==> config.mk <==
export PLATFORM = sky130hd
export DESIGN_NAME = vdf_queue
export DESIGN_NICKNAME = d
export VERILOG_FILES = /design/src/hw/rtl/vdf_pkg.sv /design/src/hw/rtl/vdf_queue.sv
export SDC_FILE = /design/constraint.sdc
export NUM_CORES = 1
export LEC_CHECK = 0
export ABC_AREA = 1
export ABC_CLOCK_PERIOD_IN_PS = 22900
export BUFFER_PORTS_ARGS = -buffer_cell sky130_fd_sc_hd__buf_2
export CORE_UTILIZATION = 45
export CTS_CLUSTER_DIAMETER = 60
export DETAILED_ROUTE_END_ITERATION = 8
export PLACE_DENSITY = 0.73
export SLEW_MARGIN = 40
export SYNTH_ARGS = -nofsm -noshare
export SYNTH_HDL_FRONTEND = slang
export SYNTH_SLANG_ARGS = --single-unit
==> constraint.sdc <==
create_clock -name clk_i -period 22.9 [get_ports clk_i]
set_clock_uncertainty 0.1 [all_clocks]
set_input_delay 5.725 -clock clk_i [delete_from_list [all_inputs] [get_ports clk_i]]
set_output_delay 5.725 -clock clk_i [all_outputs]
set_load 0.005 [all_outputs]
==> src/hw/rtl/vdf_pkg.sv <==
// Shared types, constants and saturation helpers for the vector distance unit.
// No dependencies.
package vdf_pkg;

  localparam int ElemWidthDefault = 16;
  localparam int AccW   = 48;
  localparam int QDepth = 2;

  typedef enum logic [1:0] {
    MetricCos  = 2'd0,
    MetricL1   = 2'd1,
    MetricL2   = 2'd2,
    MetricLinf = 2'd3
  } metric_e;

  typedef struct packed {
    logic signed [AccW-1:0] dacc;
    logic [AccW-1:0]        norm_a;
    logic [AccW-1:0]        norm_b;
    metric_e                metric;
  } job_t;

  function automatic logic signed [AccW-1:0] sat_s(input logic signed [AccW+1:0] v);
    logic signed [AccW+1:0] smax;
    logic signed [AccW+1:0] smin;
    smax = 50'sh0_7FFF_FFFF_FFFF;
    smin = -smax - 50'sd1;
    if (v > smax) begin
      return smax[AccW-1:0];
    end else if (v < smin) begin
      return smin[AccW-1:0];
    end
    return v[AccW-1:0];
  endfunction

  function automatic logic [AccW-1:0] sat_u(input logic [AccW:0] v);
    return v[AccW] ? {AccW{1'b1}} : v[AccW-1:0];
  endfunction

endpackage

==> src/hw/rtl/vdf_queue.sv <==
// Short job queue between the accumulating front end and the finishing back end.
// Depends on vdf_pkg.
module vdf_queue (
  input  logic          clk_i,
  input  logic          rst_ni,
  input  logic          push_i,
  input  vdf_pkg::job_t job_i,
  output logic          full_o,
  input  logic          pop_i,
  output logic          valid_o,
  output vdf_pkg::job_t job_o
);

  localparam int Depth = vdf_pkg::QDepth;
  localparam int PtrW  = $clog2(Depth);

  vdf_pkg::job_t mem_q [Depth];
  logic [PtrW-1:0] wr_q, rd_q;
  logic [PtrW:0]   cnt_q;

  assign full_o  = (cnt_q == (PtrW+1)'(Depth));
  assign valid_o = (cnt_q != '0);
  assign job_o   = mem_q[rd_q];

  always_ff @(posedge clk_i) begin
    if (push_i) begin
      mem_q[wr_q] <= job_i;
    end
  end

  always_ff @(posedge clk_i or negedge rst_ni) begin
    if (!rst_ni) begin
      wr_q  <= '0;
      rd_q  <= '0;
      cnt_q <= '0;
    end else begin
      if (push_i) begin
        wr_q <= (wr_q == PtrW'(Depth - 1)) ? '0 : wr_q + 1'b1;
      end
      if (pop_i) begin
        rd_q <= (rd_q == PtrW'(Depth - 1)) ? '0 : rd_q + 1'b1;
      end
      if (push_i && !pop_i) begin
        cnt_q <= cnt_q + 1'b1;
      end else if (pop_i && !push_i) begin
        cnt_q <= cnt_q - 1'b1;
      end
    end
  end

endmodule

==> results.yml <==
worst_setup_path:
  cp_data_arrival_time_ns: 2.61
  r2r_end: "mem_q[1][35]"
  worst_endpoint_required_time_ns: 17.07
  rr_startpoint: "wr_q"
  crit_path_cell_trace: "buf_4 > buf_12 > mux2_2 > buf_2"
  ff2ff_setup_slack_ns: 20.56
  critPathLaunch: "rd_q"
  reg2reg_depth: 3
  end_kind: "primary output"
  crit_path_max_incr_delay_ns: 0.80
  cp-start-kind: "flip-flop"
  critical-path-slowest-cell: "sky130_fd_sc_hd__dfrtp_4"
  path_max_fanout: 43
  worstSetupEndpoint: "job_o[130]"
  worst-setup-path-type: "flip-flop to primary output"
sta:
  max_freq_ghz: 0.1186
  finalSetupViolations: 0
  final_critical_period_ns: 8.432
  hold-worst-slack_ns: 0.3799
  slew_headroom_pct: 49.56
  grt_setup_unrepaired: "false"
  fin_setup_tns_ns: 0
  min_period_over_period_pct: 36.82
  slew_viol_final: 0
  max_slew.worst_pin.slew_ns: 0.7566
  hold_viol: 0
  layout_setup_ws_ns: 14.47
power:
  power_density_nw_per_um2: 119.7
  largest_voltage_drop_on_the_vdd_net_v: 0.00006896
  p_leak_nw: 5.101
finish:
  postLayoutCoreUtil_pct: 57.59
  final_layout_size_suffix_gt1_share_pct: 59.93
  nFillCells: 1782
  final_net_count: 951
  areaGrowthSynthToFinish_pct: 25.24
placed_design:
  place_congestion: 0.7484
  place_hpwl_um: 12950
  place_worst_setup_slack_ns: 14.88
  port_buffers: 297
clock_tree:
  ctsHtreeMaxLevel: 1
  cts_buffer_depth: 3
  tritoncts.num_buffers: 31
  clkLatencyLatePin_ns: 0.53
  cts_hold_buf: 0
  cts_tree: "done"
  clockRootBuffer: "sky130_fd_sc_hd__clkbuf_16"
  post_cts.resized_instances: 0
  cts_post_setup_buffers_inserted: 0
  clock_edge_transition_at_the_registers_on_the_reported_setup_and_hold_paths_ns: 0.06
  numClockSinks: 296
route:
  first_pass_iters: 4
  drt_antenna_net_count: 0
  detail_route.wl_per_cell_um: 17.73
  detailroute.via_count: 5463
  routed-wl-met3_um: 1830
  number_of_remaining_drc_errors: 0
  routedLengthMet1_um: 7857
  routed.top_layer: "met5"
  met2WireLength_um: 10230
  vias_per_cell: 4.788
  detail_route.iter0.violations: 264
  wirelength_routed_um: 20230
flow_run:
  cap_viol_max_count: 0
synthesis:
  postSynthRegisterBits: 296
  syn_avg_cell_area_um2: 22.53
  synth_seq_area_share_pct: 82.17
  post_synth_inst_count: 479
  synth-warning-count: 0
  syn-num-nets: 630
  synth_area_um2: 10790
  synth.lib_cells_used.distinct: 13
floorplanning:
  die-area_um2: 24610
  design.portCount: 298
  die_width_um: 156.9
  start_util_pct: 45.98
  floorplan.core_area_um2: 23470
  die_h_um: 156.9
  row_count: 56
global_route:
  overall_routing_resource_usage_pct: 15.95
  overflow_left_after_global_routing: 0
  wire_length_of_the_first_global_routing_pass_um: 29890
  vias_in_the_first_global_route: 5654
  largest_net_degree_at_the_start_of_global_routing: 98
  antenna_found_initial: 2
worst_hold_path:
  holdCritPathClass: "flip-flop to flip-flop"
status:
  outcome: "finished, final reports clean"
[cell usage after synthesis]
cell type	instances	area share, %
sky130_fd_sc_hd__buf_2	1	0.046
sky130_fd_sc_hd__nand4_1	1	0.058
sky130_fd_sc_hd__nor2_1	2	0.070
sky130_fd_sc_hd__edfxtp_1	292	81
sky130_fd_sc_hd__xor2_1	2	0.16
sky130_fd_sc_hd__xnor2_1	1	0.081
sky130_fd_sc_hd__buf_6	15	1.6
sky130_fd_sc_hd__dfrtp_1	4	0.93
sky130_fd_sc_hd__inv_1	7	0.24
sky130_fd_sc_hd__nand2_1	6	0.21
sky130_fd_sc_hd__ha_1	1	0.12
sky130_fd_sc_hd__mux2_2	146	15
sky130_fd_sc_hd__nand3_1	1	0.046
[critical path, delay by kind of cell (launching register included)]
kind | cells | cell delay, ns
multiplexers | 1 | 0.38
buffers and inverters | 3 | 0.85
flip-flops | 1 | 0.80
[sequential cells by signal, summed over array words and instances, names as in the netlist]
register	cells
rd_q	1
mem_q	292
cnt_q	2
wr_q	1
[placed cells by master (no fill, tap or decap)]
master,count
sky130_fd_sc_hd__nand4_1,1
sky130_fd_sc_hd__bufinv_16,2
sky130_fd_sc_hd__clkinv_2,5
sky130_fd_sc_hd__buf_12,1
sky130_fd_sc_hd__nor2_1,1
sky130_fd_sc_hd__edfxtp_1,292
sky130_fd_sc_hd__dfrtp_4,1
sky130_fd_sc_hd__nor2_4,1
sky130_fd_sc_hd__inv_6,1
sky130_fd_sc_hd__clkbuf_1,7
sky130_fd_sc_hd__inv_1,6
sky130_fd_sc_hd__diode_2,1
sky130_fd_sc_hd__xnor2_1,1
sky130_fd_sc_hd__mux2_2,146
sky130_fd_sc_hd__buf_2,297
sky130_fd_sc_hd__clkbuf_16,31
sky130_fd_sc_hd__inv_8,1
sky130_fd_sc_hd__clkinv_1,8
sky130_fd_sc_hd__ha_1,1
sky130_fd_sc_hd__nand2_1,6
sky130_fd_sc_hd__dfrtp_1,3
sky130_fd_sc_hd__nand3_1,1
sky130_fd_sc_hd__xor2_1,2
sky130_fd_sc_hd__buf_4,6
[layer usage]
layer / vias up / track usage (%)
met5: - / 0
met4: 4 / 3.922
met3: 33 / 5.622
li1: 2553 / -
met1: 2677 / 18.69
met2: 196 / 27.85
[cell type report]
class	count	area [µm²]	share of cell area (%)
Multi-Input combinational cell	160	1732	12.81
Clock buffer	38	802.0	5.934
Inverter	7	33.78	0.2499
Clock inverter	16	123.9	0.9164
Antenna cell	1	2.502	0.01851
Tap cell	319	399.1	2.953
Sequential cell	296	8872	65.64
Timing Repair Buffer	304	1551	11.48
[how the worst min path moves through the flow]
stage	startpoint	end	slack (ns)	cells after the start
5_1_grt	cnt_q[1]	cnt_q[1]	0.40	2
2_1_floorplan	cnt_q[1]	cnt_q[1]	0.34	2
3_3_place_gp	cnt_q[1]	cnt_q[1]	0.36	2
3_5_place_dp	cnt_q[1]	cnt_q[1]	0.37	2
6_report	cnt_q[1]	cnt_q[1]	0.38	2
4_1_cts	cnt_q[1]	cnt_q[1]	0.38	2
[power by group]
group	leakage, nW	switching (mW)	internal, mW
Sequential	2.79	0.0369	0.720
Combinational	1.86	0.199	0.206
Clock	0.455	0.188	0.268
Total	5.10	0.424	1.19
[per-stage QoR]
step | instances | power [mW] | cell area, µm²
finish | 1141 | 1.617 | 13520
floorplan | 479 | 1.033 | 10790
detailed placement | 1085 | 1.176 | 12570
CTS | 1139 | 1.638 | 13490
global route | 1140 | 1.698 | 13510
global placement | 1085 | 1.169 | 12570
[cells by family (layout without fill, tap and decap cells)]
family,count (synthesis),in the layout,share of synthesized area (%)
multiplexers,146,146,15.23
other,0,1,0
flip-flops,296,296,82.17
adder cells (fa/ha/maj),1,1,0.1159
XOR/XNOR,3,3,0.2435
buffers and inverters,23,365,1.855
AND/OR/NAND/NOR,10,10,0.3826
(Power assumes the default switching activity.)
