===== src/hw/rtl/vdf_pkg.sv =====
// Shared types, constants and saturation helpers for the vector distance unit.
// No dependencies.
package vdf_pkg;

  localparam int ElemWidthDefault = 16;
  localparam int AccW   = 48;
  localparam int QDepth = 2;

  typedef enum logic [1:0] {
    MetricCos  = 2'd0,
    MetricL1   = 2'd1,
    MetricL2   = 2'd2,
    MetricLinf = 2'd3
  } metric_e;

  typedef struct packed {
    logic signed [AccW-1:0] dacc;
    logic [AccW-1:0]        norm_a;
    logic [AccW-1:0]        norm_b;
    metric_e                metric;
  } job_t;

  function automatic logic signed [AccW-1:0] sat_s(input logic signed [AccW+1:0] v);
    logic signed [AccW+1:0] smax;
    logic signed [AccW+1:0] smin;
    smax = 50'sh0_7FFF_FFFF_FFFF;
    smin = -smax - 50'sd1;
    if (v > smax) begin
      return smax[AccW-1:0];
    end else if (v < smin) begin
      return smin[AccW-1:0];
    end
    return v[AccW-1:0];
  endfunction

  function automatic logic [AccW-1:0] sat_u(input logic [AccW:0] v);
    return v[AccW] ? {AccW{1'b1}} : v[AccW-1:0];
  endfunction

endpackage


===== src/hw/rtl/vdf_front.sv =====
// Front end: accepts element pairs and updates the distance and norm accumulators.
// Pushes a finished job on the last pair. Depends on vdf_pkg.
module vdf_front #(
  parameter int ElemWidth = vdf_pkg::ElemWidthDefault
) (
  input  logic                    clk_i,
  input  logic                    rst_ni,
  input  logic                    in_valid_i,
  output logic                    in_ready_o,
  input  logic signed [ElemWidth-1:0] elem_a_i,
  input  logic signed [ElemWidth-1:0] elem_b_i,
  input  logic                    last_i,
  input  vdf_pkg::metric_e        metric_i,
  input  logic                    q_full_i,
  output logic                    push_o,
  output vdf_pkg::job_t           job_o
);

  localparam int W  = ElemWidth;
  localparam int AW = vdf_pkg::AccW;

  logic signed [AW-1:0] acc_d_q, acc_d_d;
  logic [AW-1:0]        na_q, na_d, nb_q, nb_d;
  logic                 acc_en;

  logic signed [W:0]    diff;
  logic [W:0]           dm;
  logic [W-1:0]         am, bm;
  logic signed [2*W-1:0] prod_ab;
  logic [2*W-1:0]       sq_a, sq_b;
  logic [2*W+1:0]       dsq;
  logic [AW:0]          dsq_ext;
  logic signed [AW+1:0] acc_ext, cos_sum, l1_sum, l2_sum;
  logic [AW:0]          na_sq, nb_sq, na_l1, nb_l1;

  assign in_ready_o = !q_full_i;
  assign acc_en     = in_valid_i && in_ready_o;

  always_comb begin
    diff    = {elem_a_i[W-1], elem_a_i} - {elem_b_i[W-1], elem_b_i};
    dm      = diff[W] ? (W+1)'(-diff) : diff;
    am      = elem_a_i[W-1] ? W'(-elem_a_i) : elem_a_i;
    bm      = elem_b_i[W-1] ? W'(-elem_b_i) : elem_b_i;
    prod_ab = elem_a_i * elem_b_i;
    sq_a    = am * am;
    sq_b    = bm * bm;
    dsq     = dm * dm;
    dsq_ext = (AW+1)'(dsq);
    acc_ext = (AW+2)'(acc_d_q);
    cos_sum = acc_ext + (AW+2)'(prod_ab);
    l1_sum  = acc_ext + $signed((AW+2)'(dm));
    l2_sum  = acc_ext + $signed((AW+2)'(vdf_pkg::sat_u(dsq_ext)));
    na_sq   = {1'b0, na_q} + (AW+1)'(sq_a);
    nb_sq   = {1'b0, nb_q} + (AW+1)'(sq_b);
    na_l1   = {1'b0, na_q} + (AW+1)'(am);
    nb_l1   = {1'b0, nb_q} + (AW+1)'(bm);

    unique case (metric_i)
      vdf_pkg::MetricCos: begin
        acc_d_d = vdf_pkg::sat_s(cos_sum);
        na_d    = vdf_pkg::sat_u(na_sq);
        nb_d    = vdf_pkg::sat_u(nb_sq);
      end
      vdf_pkg::MetricL1: begin
        acc_d_d = vdf_pkg::sat_s(l1_sum);
        na_d    = vdf_pkg::sat_u(na_l1);
        nb_d    = vdf_pkg::sat_u(nb_l1);
      end
      vdf_pkg::MetricL2: begin
        acc_d_d = vdf_pkg::sat_s(l2_sum);
        na_d    = vdf_pkg::sat_u(na_sq);
        nb_d    = vdf_pkg::sat_u(nb_sq);
      end
      default: begin
        acc_d_d = (acc_d_q < $signed(AW'(dm))) ? $signed(AW'(dm)) : acc_d_q;
        na_d    = (na_q < AW'(am)) ? AW'(am) : na_q;
        nb_d    = (nb_q < AW'(bm)) ? AW'(bm) : nb_q;
      end
    endcase
  end

  assign push_o        = acc_en && last_i;
  assign job_o.dacc    = acc_d_d;
  assign job_o.norm_a  = na_d;
  assign job_o.norm_b  = nb_d;
  assign job_o.metric  = metric_i;

  always_ff @(posedge clk_i or negedge rst_ni) begin
    if (!rst_ni) begin
      acc_d_q <= '0;
      na_q    <= '0;
      nb_q    <= '0;
    end else if (acc_en) begin
      if (last_i) begin
        acc_d_q <= '0;
        na_q    <= '0;
        nb_q    <= '0;
      end else begin
        acc_d_q <= acc_d_d;
        na_q    <= na_d;
        nb_q    <= nb_d;
      end
    end
  end

endmodule


===== config.mk =====
export PLATFORM = sky130hd
export DESIGN_NAME = vdf_front
export DESIGN_NICKNAME = d
export VERILOG_FILES = /design/src/hw/rtl/vdf_pkg.sv /design/src/hw/rtl/vdf_front.sv
export SDC_FILE = /design/constraint.sdc
export NUM_CORES = 2
export LEC_CHECK = 0
export BUFFER_PORTS_ARGS = -buffer_cell sky130_fd_sc_hd__buf_2
export CORE_MARGIN = 1
export CORE_UTILIZATION = 60
export DETAILED_ROUTE_END_ITERATION = 10
export PLACE_DENSITY = 0.87
export SLEW_MARGIN = 20
export SYNTH_ARGS = -nofsm -noshare
export SYNTH_HDL_FRONTEND = slang
export SYNTH_SLANG_ARGS = --single-unit

===== constraint.sdc =====
create_clock -name clk_i -period 28.8 [get_ports clk_i]
set_input_delay 1.44 -clock clk_i [delete_from_list [all_inputs] [get_ports clk_i]]
set_output_delay 1.44 -clock clk_i [all_outputs]
set_load 0.02 [all_outputs]

==> flow_metrics.tcl <==
set metrics [dict create \
    outcome "finished, final reports clean" \
    wire_length_of_the_first_global_routing_pass_um 302000 \
    final_layout_net_count 8408 \
    cts_tree "built" \
    rrSetupSlack_ns 20.48 \
    timing_hold_violations_final 0 \
    crit_arrival_ns 15.71 \
    worstMarginPinSlew_ns 1.22 \
    critical-path-slowest-cell "xnor2_1" \
    synth.top_cell.area_share_pct 33.7 \
    synth_area_um2 56600 \
    grtUsageTotal_pct 41.5 \
    detail_route.drc_violations 0 \
    crit_path_max_fanout 19 \
    timing.max_slew.rel_slack_pct 18.1 \
    yosysMostFrequentCell "inv_1" \
    clk_path_buf_depth 2 \
    synth_area_leader_cell "fa_1" \
    overflow 0 \
    met1_length_um 70500 \
    synth.distinct_cells 114 \
    syn_warnings 0 \
    grt_setup_unrepaired "no" \
    min_path_type "register to register" \
    pin_count_of_the_biggest_net_entering_global_routing 84 \
    finalWorstPathRequiredPeriod_ns 17.15 \
    slowest_delay_ns 0.69 \
    drive_gt1_share_pct 6.37 \
    endpoint_kind "primary output" \
    root_buffer "clkbuf_16" \
    syn-mean-instance-area_um2 8.38 \
    most_common_cell_type_on_the_critical_path "fa_1" \
    die_w_um 309 \
    finalSetupViolCount 0 \
    yosysSeqAreaShare_pct 6.37 \
    highest_metal_layer_with_signal_wires "met5" \
    timing_worst_setup_path_type "input pin to primary output" \
    placeableCoreArea_um2 93300 \
    postRouteAntennaNets 0 \
    synth_commonest_cells "inv_1 (1235), fa_1 (951), nand2_1 (626)" \
    synth_seq_cells 144 \
    synth-main-ff-cell "dfrtp_1" \
    start_kind "input pin" \
    wl_met3_um 22000 \
    design.portCount 187 \
    via_count_of_the_first_global_routing_pass 53000 \
    max_cap_violations 0 \
    globalplace.congestion 1.07 \
    cts_h_tree_depth 4 \
    clkSinkCount 144 \
    post_cts_hold_buffer_count 0 \
    finalWirelength_um 194000 \
    slew_violations 0 \
    cts_setup_buffers 0 \
    die_h_um 309 \
    drt-wirelength-per-cell_um 23.9 \
    critical_path.n_buffers_inverters 10 \
    asyncSetResetFlopFracSynth_pct 100 \
    tritoncts.num_buffers 17 \
    detailroute.via_count 51400 \
    detailedRoute.firstPassIterationCount 7 \
    dp.final_hpwl_um 156000 \
    critPathRequiredTime_ns 27.36 \
    met2_wirelength_um 87100 \
    clock_skew_ns 0.0197 \
    portBuffers 186 \
    worst_skew_pair.late_latency_ns 0.54 \
    via_per_inst 6.35 \
    critPathTopFamily "compound AO/OA/AOI/OAI gates" \
    number_of_gates_resized_after_cts 0 \
    netlist_instances 6746 \
    achievable-frequency_mhz 58.3 \
    initial_util_pct 60.6 \
    worst_setup_hold_path_clk_slew_ns 0.08 \
    netlist_top_cells_area "fa_1 (34%), ha_1 (13%), inv_1 (8.2%)" \
    tns_ns 0 \
    antenna_found_initial 20 \
    area_growth_pct 5.28 \
    layout_worst_path_cycle_share_pct 59.6 \
    design.die.area_um2 95500 \
    drt_iter0_markers 5885 \
    floorplan.rows 112 \
    synth_edf_count 0 \
]
-- per-stage QoR --
| stage | utilization, % | hold slack (ns) | worst slack (ns) | instance area [µm²] | std cells |
|---|---|---|---|---|---|
| floorplan | - | 0.508 | 14.56 | 56700 | 6780 |
| global placement | 63.1 | 0.545 | 12.32 | 58900 | 8045 |
| detailed placement | 63.1 | 0.548 | 12.01 | 58900 | 8045 |
| CTS | 63.7 | 0.571 | 11.99 | 59500 | 8077 |
| global route | 63.8 | 0.602 | 11.13 | 59500 | 8078 |
| finish | 63.8 | 0.574 | 11.65 | 59500 | 8091 |
-- flip-flops by register name, indices dropped and copies added, names as in the netlist --
register  count
na_q         48
nb_q         48
acc_d_q      48
-- worst register-to-register path, cell delays in order (launching register included) --
cell       delay (ns)
dfrtp_1          0.76
inv_1            0.16
fa_1             0.53
inv_1            0.06
fa_1             0.48
fa_1             0.52
inv_1            0.06
fa_1             0.54
inv_1            0.05
fa_1             0.44
ha_1             0.36
nand3_1          0.19
o211ai_1         0.33
a2bb2oi_1        0.23
o2111ai_1        0.30
a2111oi_2        0.71
o31a_1           0.61
nand2_1          0.70
a21oi_1          0.89
a211o_1          0.21
a31o_1           0.14
-- routing by layer --
metal / track usage (%) / vias to the layer above
li1: - / 22300
met1: 51.2 / 25000
met5: 0 / -
met2: 65.4 / 3196
met4: 25.3 / 18
met3: 10.7 / 867
-- kinds of logic after synthesis --
group | Yosys count | synth area share, %
muxes | 45 | 0.812
adders and majority gates | 1560 | 47.1
buffers and inverters | 1526 | 10.2
AOI/OAI and AO/OA | 1383 | 16.3
DFF | 144 | 6.37
other | 2 | 0.0133
xor gates and xnor gates | 286 | 4.49
and+or+nand+nor | 1800 | 14.6
-- placed cells by master, fill, tap and decap left out, drive strengths merged, types with 16 or more instances in the layout --
| cell | instances |
|---|---|
| a211oi | 41 |
| a21o | 101 |
| a21oi | 359 |
| a221oi | 25 |
| a22o | 62 |
| a31oi | 39 |
| and2 | 102 |
| and3 | 54 |
| buf | 278 |
| clkbuf | 18 |
| clkinv | 22 |
| conb | 36 |
| dfrtp | 144 |
| fa | 951 |
| ha | 607 |
| inv | 1249 |
| mux2i | 38 |
| nand2 | 628 |
| nand2b | 47 |
| nand3 | 109 |
| nand4 | 55 |
| nor2 | 531 |
| nor2b | 38 |
| nor3 | 90 |
| nor4 | 52 |
| o2111ai | 17 |
| o211ai | 43 |
| o21a | 50 |
| o21ai | 321 |
| o21ba | 16 |
| o21bai | 39 |
| o22ai | 18 |
| o31ai | 45 |
| or2 | 23 |
| or3 | 27 |
| xnor2 | 182 |
| xor2 | 104 |
-- worst paths after layout --
check                                 start          end  cells after the start
max in group asynchronous            rst_ni     na_q[33]                      2
worst min-delay path                na_q[0]      na_q[0]                      1
worst max register to register  acc_d_q[15]  acc_d_q[33]                     20
min in group asynchronous            rst_ni     nb_q[32]                      1
worst min register to register      na_q[0]      na_q[0]                      1
worst max-delay path            elem_a_i[0]   job_o[106]                     46
-- layout make-up --
type	instances	area, µm²
multi-input cells	5110	47400
fillers	7903	33800
inverters	1260	4730
flip-flops and latches	144	3600
repair buffers	278	1650
well taps	1254	1570
clock buffers	18	439
clock inverters	14	128
diodes	13	32.5
Power is left out: the tool's default activity adds up to more than one toggle a clock period on the data nets, which glitch-free logic cannot reach.
