$ cat src/hw/rtl/vdf_pkg.sv
// Shared types, constants and saturation helpers for the vector distance unit.
// No dependencies.
package vdf_pkg;

  localparam int ElemWidthDefault = 16;
  localparam int AccW   = 48;
  localparam int QDepth = 2;

  typedef enum logic [1:0] {
    MetricCos  = 2'd0,
    MetricL1   = 2'd1,
    MetricL2   = 2'd2,
    MetricLinf = 2'd3
  } metric_e;

  typedef struct packed {
    logic signed [AccW-1:0] dacc;
    logic [AccW-1:0]        norm_a;
    logic [AccW-1:0]        norm_b;
    metric_e                metric;
  } job_t;

  function automatic logic signed [AccW-1:0] sat_s(input logic signed [AccW+1:0] v);
    logic signed [AccW+1:0] smax;
    logic signed [AccW+1:0] smin;
    smax = 50'sh0_7FFF_FFFF_FFFF;
    smin = -smax - 50'sd1;
    if (v > smax) begin
      return smax[AccW-1:0];
    end else if (v < smin) begin
      return smin[AccW-1:0];
    end
    return v[AccW-1:0];
  endfunction

  function automatic logic [AccW-1:0] sat_u(input logic [AccW:0] v);
    return v[AccW] ? {AccW{1'b1}} : v[AccW-1:0];
  endfunction

endpackage

$ cat src/hw/rtl/vdf_back.sv
// Back end: norm product, long division and (cosine, L2 only) integer square root per
// finished job, then saturation into the output register. Depends on vdf_pkg.
module vdf_back #(
  parameter int ElemWidth = vdf_pkg::ElemWidthDefault
) (
  input  logic          clk_i,
  input  logic          rst_ni,
  input  logic          job_valid_i,
  input  vdf_pkg::job_t job_i,
  output logic          pop_o,
  output logic          out_valid_o,
  input  logic          out_ready_i,
  output logic [31:0]   distance_o,
  output logic          zero_norm_o
);

  localparam int AW  = vdf_pkg::AccW;
  localparam int HW  = AW / 2;
  localparam int PW  = 2 * AW;
  localparam int NW  = 128;
  localparam int Sh1 = ElemWidth + 15;
  localparam int Sh2 = 2 * ElemWidth + 30;

  localparam logic [2:0] StIdle = 3'd0;
  localparam logic [2:0] StMul  = 3'd1;
  localparam logic [2:0] StChk  = 3'd2;
  localparam logic [2:0] StSqrt = 3'd3;
  localparam logic [2:0] StDiv  = 3'd4;
  localparam logic [2:0] StFin  = 3'd5;
  localparam logic [2:0] StDone = 3'd6;

  logic [2:0] st_q, st_d;

  logic [AW-1:0]    dmag_q, na_q, nb_q;
  logic             neg_q;
  vdf_pkg::metric_e metric_q;
  logic [1:0]       k_q;
  logic [PW-1:0]    p_q;
  logic [6:0]       cnt_q;
  logic [NW-1:0]    qn_q;
  logic [PW-1:0]    rem_q, den_q;
  logic [NW-1:0]    sn_q, sr_q, sb_q;
  logic [31:0]      res_q;
  logic             zn_q;
  logic             out_valid_q;
  logic [31:0]      dist_q;
  logic             zero_q;

  logic [HW-1:0]    ap, bp;
  logic [AW-1:0]    pp;
  logic [PW-1:0]    pp_sh;
  logic [PW:0]      rem_sh;
  logic             div_ge;
  logic [NW-1:0]    sq_t;
  logic             sq_ge;
  logic [31:0]      fin_res;
  logic             load_out;

  assign ap = k_q[1] ? na_q[AW-1:HW] : na_q[HW-1:0];
  assign bp = k_q[0] ? nb_q[AW-1:HW] : nb_q[HW-1:0];
  assign pp = ap * bp;

  always_comb begin
    unique case (k_q)
      2'd0:    pp_sh = PW'(pp);
      2'd3:    pp_sh = PW'(pp) << AW;
      default: pp_sh = PW'(pp) << HW;
    endcase
  end

  assign rem_sh = {rem_q, qn_q[NW-1]};
  assign div_ge = (rem_sh >= {1'b0, den_q});
  assign sq_t   = sr_q + sb_q;
  assign sq_ge  = (sn_q >= sq_t);

  always_comb begin
    unique case (metric_q)
      vdf_pkg::MetricCos: begin
        if (neg_q) begin
          fin_res = (qn_q > NW'(32'h8000_0000)) ? 32'h8000_0000 : 32'(-qn_q[31:0]);
        end else begin
          fin_res = (qn_q > NW'(32'h7FFF_FFFF)) ? 32'h7FFF_FFFF : qn_q[31:0];
        end
      end
      vdf_pkg::MetricL2: begin
        fin_res = (sr_q > NW'(32'h7FFF_FFFF)) ? 32'h7FFF_FFFF : sr_q[31:0];
      end
      default: begin
        fin_res = (qn_q > NW'(32'h7FFF_FFFF)) ? 32'h7FFF_FFFF : qn_q[31:0];
      end
    endcase
  end

  assign pop_o    = (st_q == StIdle) && job_valid_i;
  assign load_out = (st_q == StDone) && (!out_valid_q || out_ready_i);

  always_comb begin
    st_d = st_q;
    unique case (st_q)
      StIdle: if (job_valid_i) st_d = StMul;
      StMul:  if (k_q == 2'd3) st_d = StChk;
      StChk: begin
        if (p_q == '0) begin
          st_d = StDone;
        end else if (metric_q == vdf_pkg::MetricCos) begin
          st_d = StSqrt;
        end else begin
          st_d = StDiv;
        end
      end
      StSqrt: begin
        if (sb_q == NW'(1)) begin
          st_d = (metric_q == vdf_pkg::MetricCos) ? StDiv : StFin;
        end
      end
      StDiv: begin
        if (cnt_q == 7'd127) begin
          st_d = (metric_q == vdf_pkg::MetricL2) ? StSqrt : StFin;
        end
      end
      StFin:  st_d = StDone;
      StDone: if (load_out) st_d = StIdle;
      default: st_d = StIdle;
    endcase
  end

  always_ff @(posedge clk_i or negedge rst_ni) begin
    if (!rst_ni) begin
      st_q        <= StIdle;
      out_valid_q <= 1'b0;
    end else begin
      st_q <= st_d;
      if (load_out) begin
        out_valid_q <= 1'b1;
      end else if (out_ready_i) begin
        out_valid_q <= 1'b0;
      end
    end
  end

  always_ff @(posedge clk_i) begin
    if (load_out) begin
      dist_q <= res_q;
      zero_q <= zn_q;
    end
    unique case (st_q)
      StIdle: begin
        dmag_q   <= job_i.dacc[AW-1] ? AW'(-job_i.dacc) : AW'(job_i.dacc);
        neg_q    <= job_i.dacc[AW-1];
        na_q     <= job_i.norm_a;
        nb_q     <= job_i.norm_b;
        metric_q <= job_i.metric;
        k_q      <= '0;
        p_q      <= '0;
      end
      StMul: begin
        p_q <= p_q + pp_sh;
        k_q <= k_q + 1'b1;
      end
      StChk: begin
        zn_q  <= (p_q == '0);
        res_q <= '0;
        cnt_q <= '0;
        rem_q <= '0;
        den_q <= p_q;
        sn_q  <= NW'(p_q);
        sr_q  <= '0;
        sb_q  <= NW'(1) << (NW - 2);
        if (metric_q == vdf_pkg::MetricL2) begin
          qn_q <= NW'(dmag_q) << Sh2;
        end else begin
          qn_q <= NW'(dmag_q) << Sh1;
        end
      end
      StSqrt: begin
        if (sq_ge) begin
          sn_q <= sn_q - sq_t;
          sr_q <= (sr_q >> 1) + sb_q;
        end else begin
          sr_q <= sr_q >> 1;
        end
        sb_q <= sb_q >> 2;
        if (sb_q == NW'(1) && metric_q == vdf_pkg::MetricCos) begin
          den_q <= PW'(sq_ge ? (sr_q >> 1) + sb_q : sr_q >> 1);
          qn_q  <= NW'(dmag_q) << 16;
          rem_q <= '0;
          cnt_q <= '0;
        end
      end
      StDiv: begin
        rem_q <= div_ge ? PW'(rem_sh - {1'b0, den_q}) : PW'(rem_sh);
        qn_q  <= {qn_q[NW-2:0], div_ge};
        cnt_q <= cnt_q + 1'b1;
        if (cnt_q == 7'd127) begin
          sn_q <= {qn_q[NW-2:0], div_ge};
          sr_q <= '0;
          sb_q <= NW'(1) << (NW - 2);
        end
      end
      StFin: begin
        res_q <= fin_res;
      end
      default: begin
      end
    endcase
  end

  assign out_valid_o = out_valid_q;
  assign distance_o  = dist_q;
  assign zero_norm_o = zero_q;

endmodule

$ cat config.mk
export PLATFORM = sky130hd
export DESIGN_NAME = vdf_back
export DESIGN_NICKNAME = d
export VERILOG_FILES = /design/src/hw/rtl/vdf_pkg.sv /design/src/hw/rtl/vdf_back.sv
export SDC_FILE = /design/constraint.sdc
export NUM_CORES = 2
export LEC_CHECK = 0
export BUFFER_PORTS_ARGS = -buffer_cell sky130_fd_sc_hd__buf_2
export CORE_UTILIZATION = 50
export DETAILED_ROUTE_END_ITERATION = 12
export GPL_TIMING_DRIVEN = 0
export PLACE_DENSITY_LB_ADDON = 0.08
export SLEW_MARGIN = 20
export SYNTH_ARGS = -nofsm -noshare
export SYNTH_HDL_FRONTEND = slang
export SYNTH_SLANG_ARGS = --single-unit
$ cat constraint.sdc
create_clock -name clk_i -period 19.7 [get_ports clk_i]
set_input_delay 0.985 -clock clk_i [delete_from_list [all_inputs] [get_ports clk_i]]
set_output_delay 0.985 -clock clk_i [all_outputs]
set_load 0.03 [all_outputs]
==> metrics.txt <==
clock latency on the worst-skew pair=0.82 ns; share of the synthesized area in the top cell type=0.312; Synth Register Bits=about 960; CTS tree=done; Synth async-reset ratio=0.00416; Clock Path Buffers=3; vias in the first global route=between 80k and 90k; first-pass GRT wire length=around 550 mm; Avg Inst Size Synth=8.96 um^2; cells after synthesis=~10k; Synth Warn #=0; Setup Crit Path Kind=reg2reg; Initial Util=0.503; Overflow after GRT=0; CTS sink count=962; final setup fails=0; Worst Path Max Fanout=10; DIE WIDTH=431 um; Routed WL=approximately 390 mm; GPL Wtd Cong=1.07; DR vias=84.7k; achievable clock frequency=between 60 and 70 MHz; syn_nets=around 12k; critical path buffer and inverter count=8; Slew Limit Fails=0; largest net degree at the start of global routing=55; Yosys top cell by area=edfxtp_1; RSZ-0062 raised after global routing=false; worst clock skew=0.0488 ns; Die Area=186000 um^2; fin crit share=0.758; crit path time final=between 10 and 15 ns; most frequent CP cell=fa_1; max_slew headroom=0.149; status=complete, no violations; vias per inst=6.42; Max-cap violations=0; Critical Path AT=15.47 ns; worst slew pin tran=1.28 ns; # port buffers=184; Nets=11.9k; half-perimeter wire length after placement=320 mm; CTS Buf Count=roughly 110; DR iter-0 viols=9741; crit path launch type=flip-flop; Die Ht=431 um; EDFF count, synth=958; core area=183000 um^2; Post-CTS Resized=0; Required @ worst endpoint=20.24 ns; layout cells sized above 1=0.0695; Worst Hold Class=in2reg; CP Capture Type=flip-flop; Detailed Routing Iterations Pass 1=8; Filler cells=roughly 17k; post-synth cell types=~100; # DRC=0; Avg WL per Cell=29.4 um; gr usage total=0.408; Hold Fails Final Rpt=0; synthesized cell area=92100 um^2; Clock Tree Root=clkbuf_16; H-tree Lvls=3; setup TNS=0 ns; Area Growth Syn to Fin=10.0%; post-route ant nets=0; top_reg_cell synth=edfxtp_1; CP max stage delay=0.85 ns; Seq/Total Area, Yosys=0.314; Finished Cell Area=just over 100000 um^2; Post-DP Area=97400 um^2; clk slew on worst S/H paths=0.07 ns; antenna violations before repair=8; CP max-delay cell=clkbuf_1; delay-heaviest family, CP=compound AO/OA/AOI/OAI gates; # IOs=185; main area contributors after synthesis=edfxtp_1, fa_1, ha_1; row cnt=157
## worst paths after layout
check	cells past startpoint	slack (ns)	end	start
max in group asynchronous	2	18.97	st_q[1]	rst_ni
min reg2reg	0	0.40	distance_o[21]	res_q[21]
min	1	0.35	na_q[20]	job_i[70]
min in group asynchronous	2	0.55	out_valid_o	rst_ni
max	41	4.77	p_q[93]	k_q[0]
max reg2reg	41	4.77	p_q[93]	k_q[0]
## area by class of cell
cell class,count,area [um^2],share of cell area
Antenna cell,7,17.5,0.000173
Buffer,550,2200,0.0218
Clock buffer,135,2930,0.0289
Clock inverter,75,887,0.00876
Inverter,842,3160,0.0312
Multi-Input combinational cell,7917,58100,0.574
Sequential cell,962,28900,0.285
Tap cell,2464,3080,0.0304
Timing Repair Buffer,245,2030,0.0200
## through the flow
stage	setup slack (ns)	cells	utilization	hold WS, ns
floorplan	0.783	10300	-	0.400
detailed placement	4.80	13000	0.532	0.405
CTS	4.77	13200	0.553	0.312
finish	4.77	13200	0.553	0.352
global route	4.22	13200	0.553	0.328
global placement	-12.00	12900	0.525	0.402
## synthesized netlist by cell type (137+ instances only)
cell and count:
nand4_1 259, a31oi_1 185, ha_1 629, nor4_1 139, o21ai_0 613, nor2_1 1015, xor2_1 246, nand2_1 1047
inv_1 842, clkbuf_1 467, fa_1 485, xnor2_1 390, a21oi_1 646, and2_1 139, edfxtp_1 958, nor3_1 137
nand3_1 147, a21o_1 326
## logic make-up (layout without fill, tap and decap cells)
group / after synthesis / after routing / synth area share
compound gates: 2704 / 2704 / 0.193
flops: 962 / 962 / 0.314
fa+ha+maj: 1114 / 1114 / 0.191
buf+inv: 1392 / 1847 / 0.0580
mux: 148 / 148 / 0.0167
other cells: 0 / 7 / 0
xor+xnor: 637 / 637 / 0.0608
simple gates: 3314 / 3314 / 0.167
## timing repair
action                                 4_1_cts  5_1_grt
setup buffers                                0        0
hold buffers                                 1        0
endpoints found under the hold margin        4        0
## worst reg2reg max path: cells and delay by family, from the launching register on
family | cells | cell delay [ns]
buf+inv | 8 | 2.89
mux | 1 | 0.36
compound gates | 16 | 4.95
fa+ha+maj | 9 | 4.38
simple gates | 6 | 1.18
xor+xnor | 1 | 0.62
flops | 1 | 0.35
## metal layers
metal | GRT usage | routed length [um]
met1 | 0.503 | 145000
met2 | 0.639 | 172000
met3 | 0.0804 | 37900
met4 | 0.295 | 33800
met5 | 0 | 25
## registers in the layout (all words and copies together), names as in the netlist, 3 cells and up
name,flops
rem_q,96
den_q,96
res_q,32
st_q,3
p_q,96
qn_q,128
sr_q,128
dmag_q,48
cnt_q,7
sn_q,128
sb_q,64
nb_q,48
distance_o,32
na_q,48
## layout by cell type, fill, tap and decap left out, types with 185 or more instances in the layout
cell / instances
nand4_1: 259
clkbuf_1: 471
xnor2_1: 389
buf_2: 247
a21oi_1: 644
nand2_1: 1046
edfxtp_1: 958
inv_1: 842
nor2_1: 1012
ha_1: 629
a31oi_1: 185
a21o_1: 326
o21ai_0: 611
fa_1: 485
xor2_1: 246
Power is left out: the tool's default activity adds up to more than one toggle a clock period on the data nets, which glitch-free logic cannot reach.
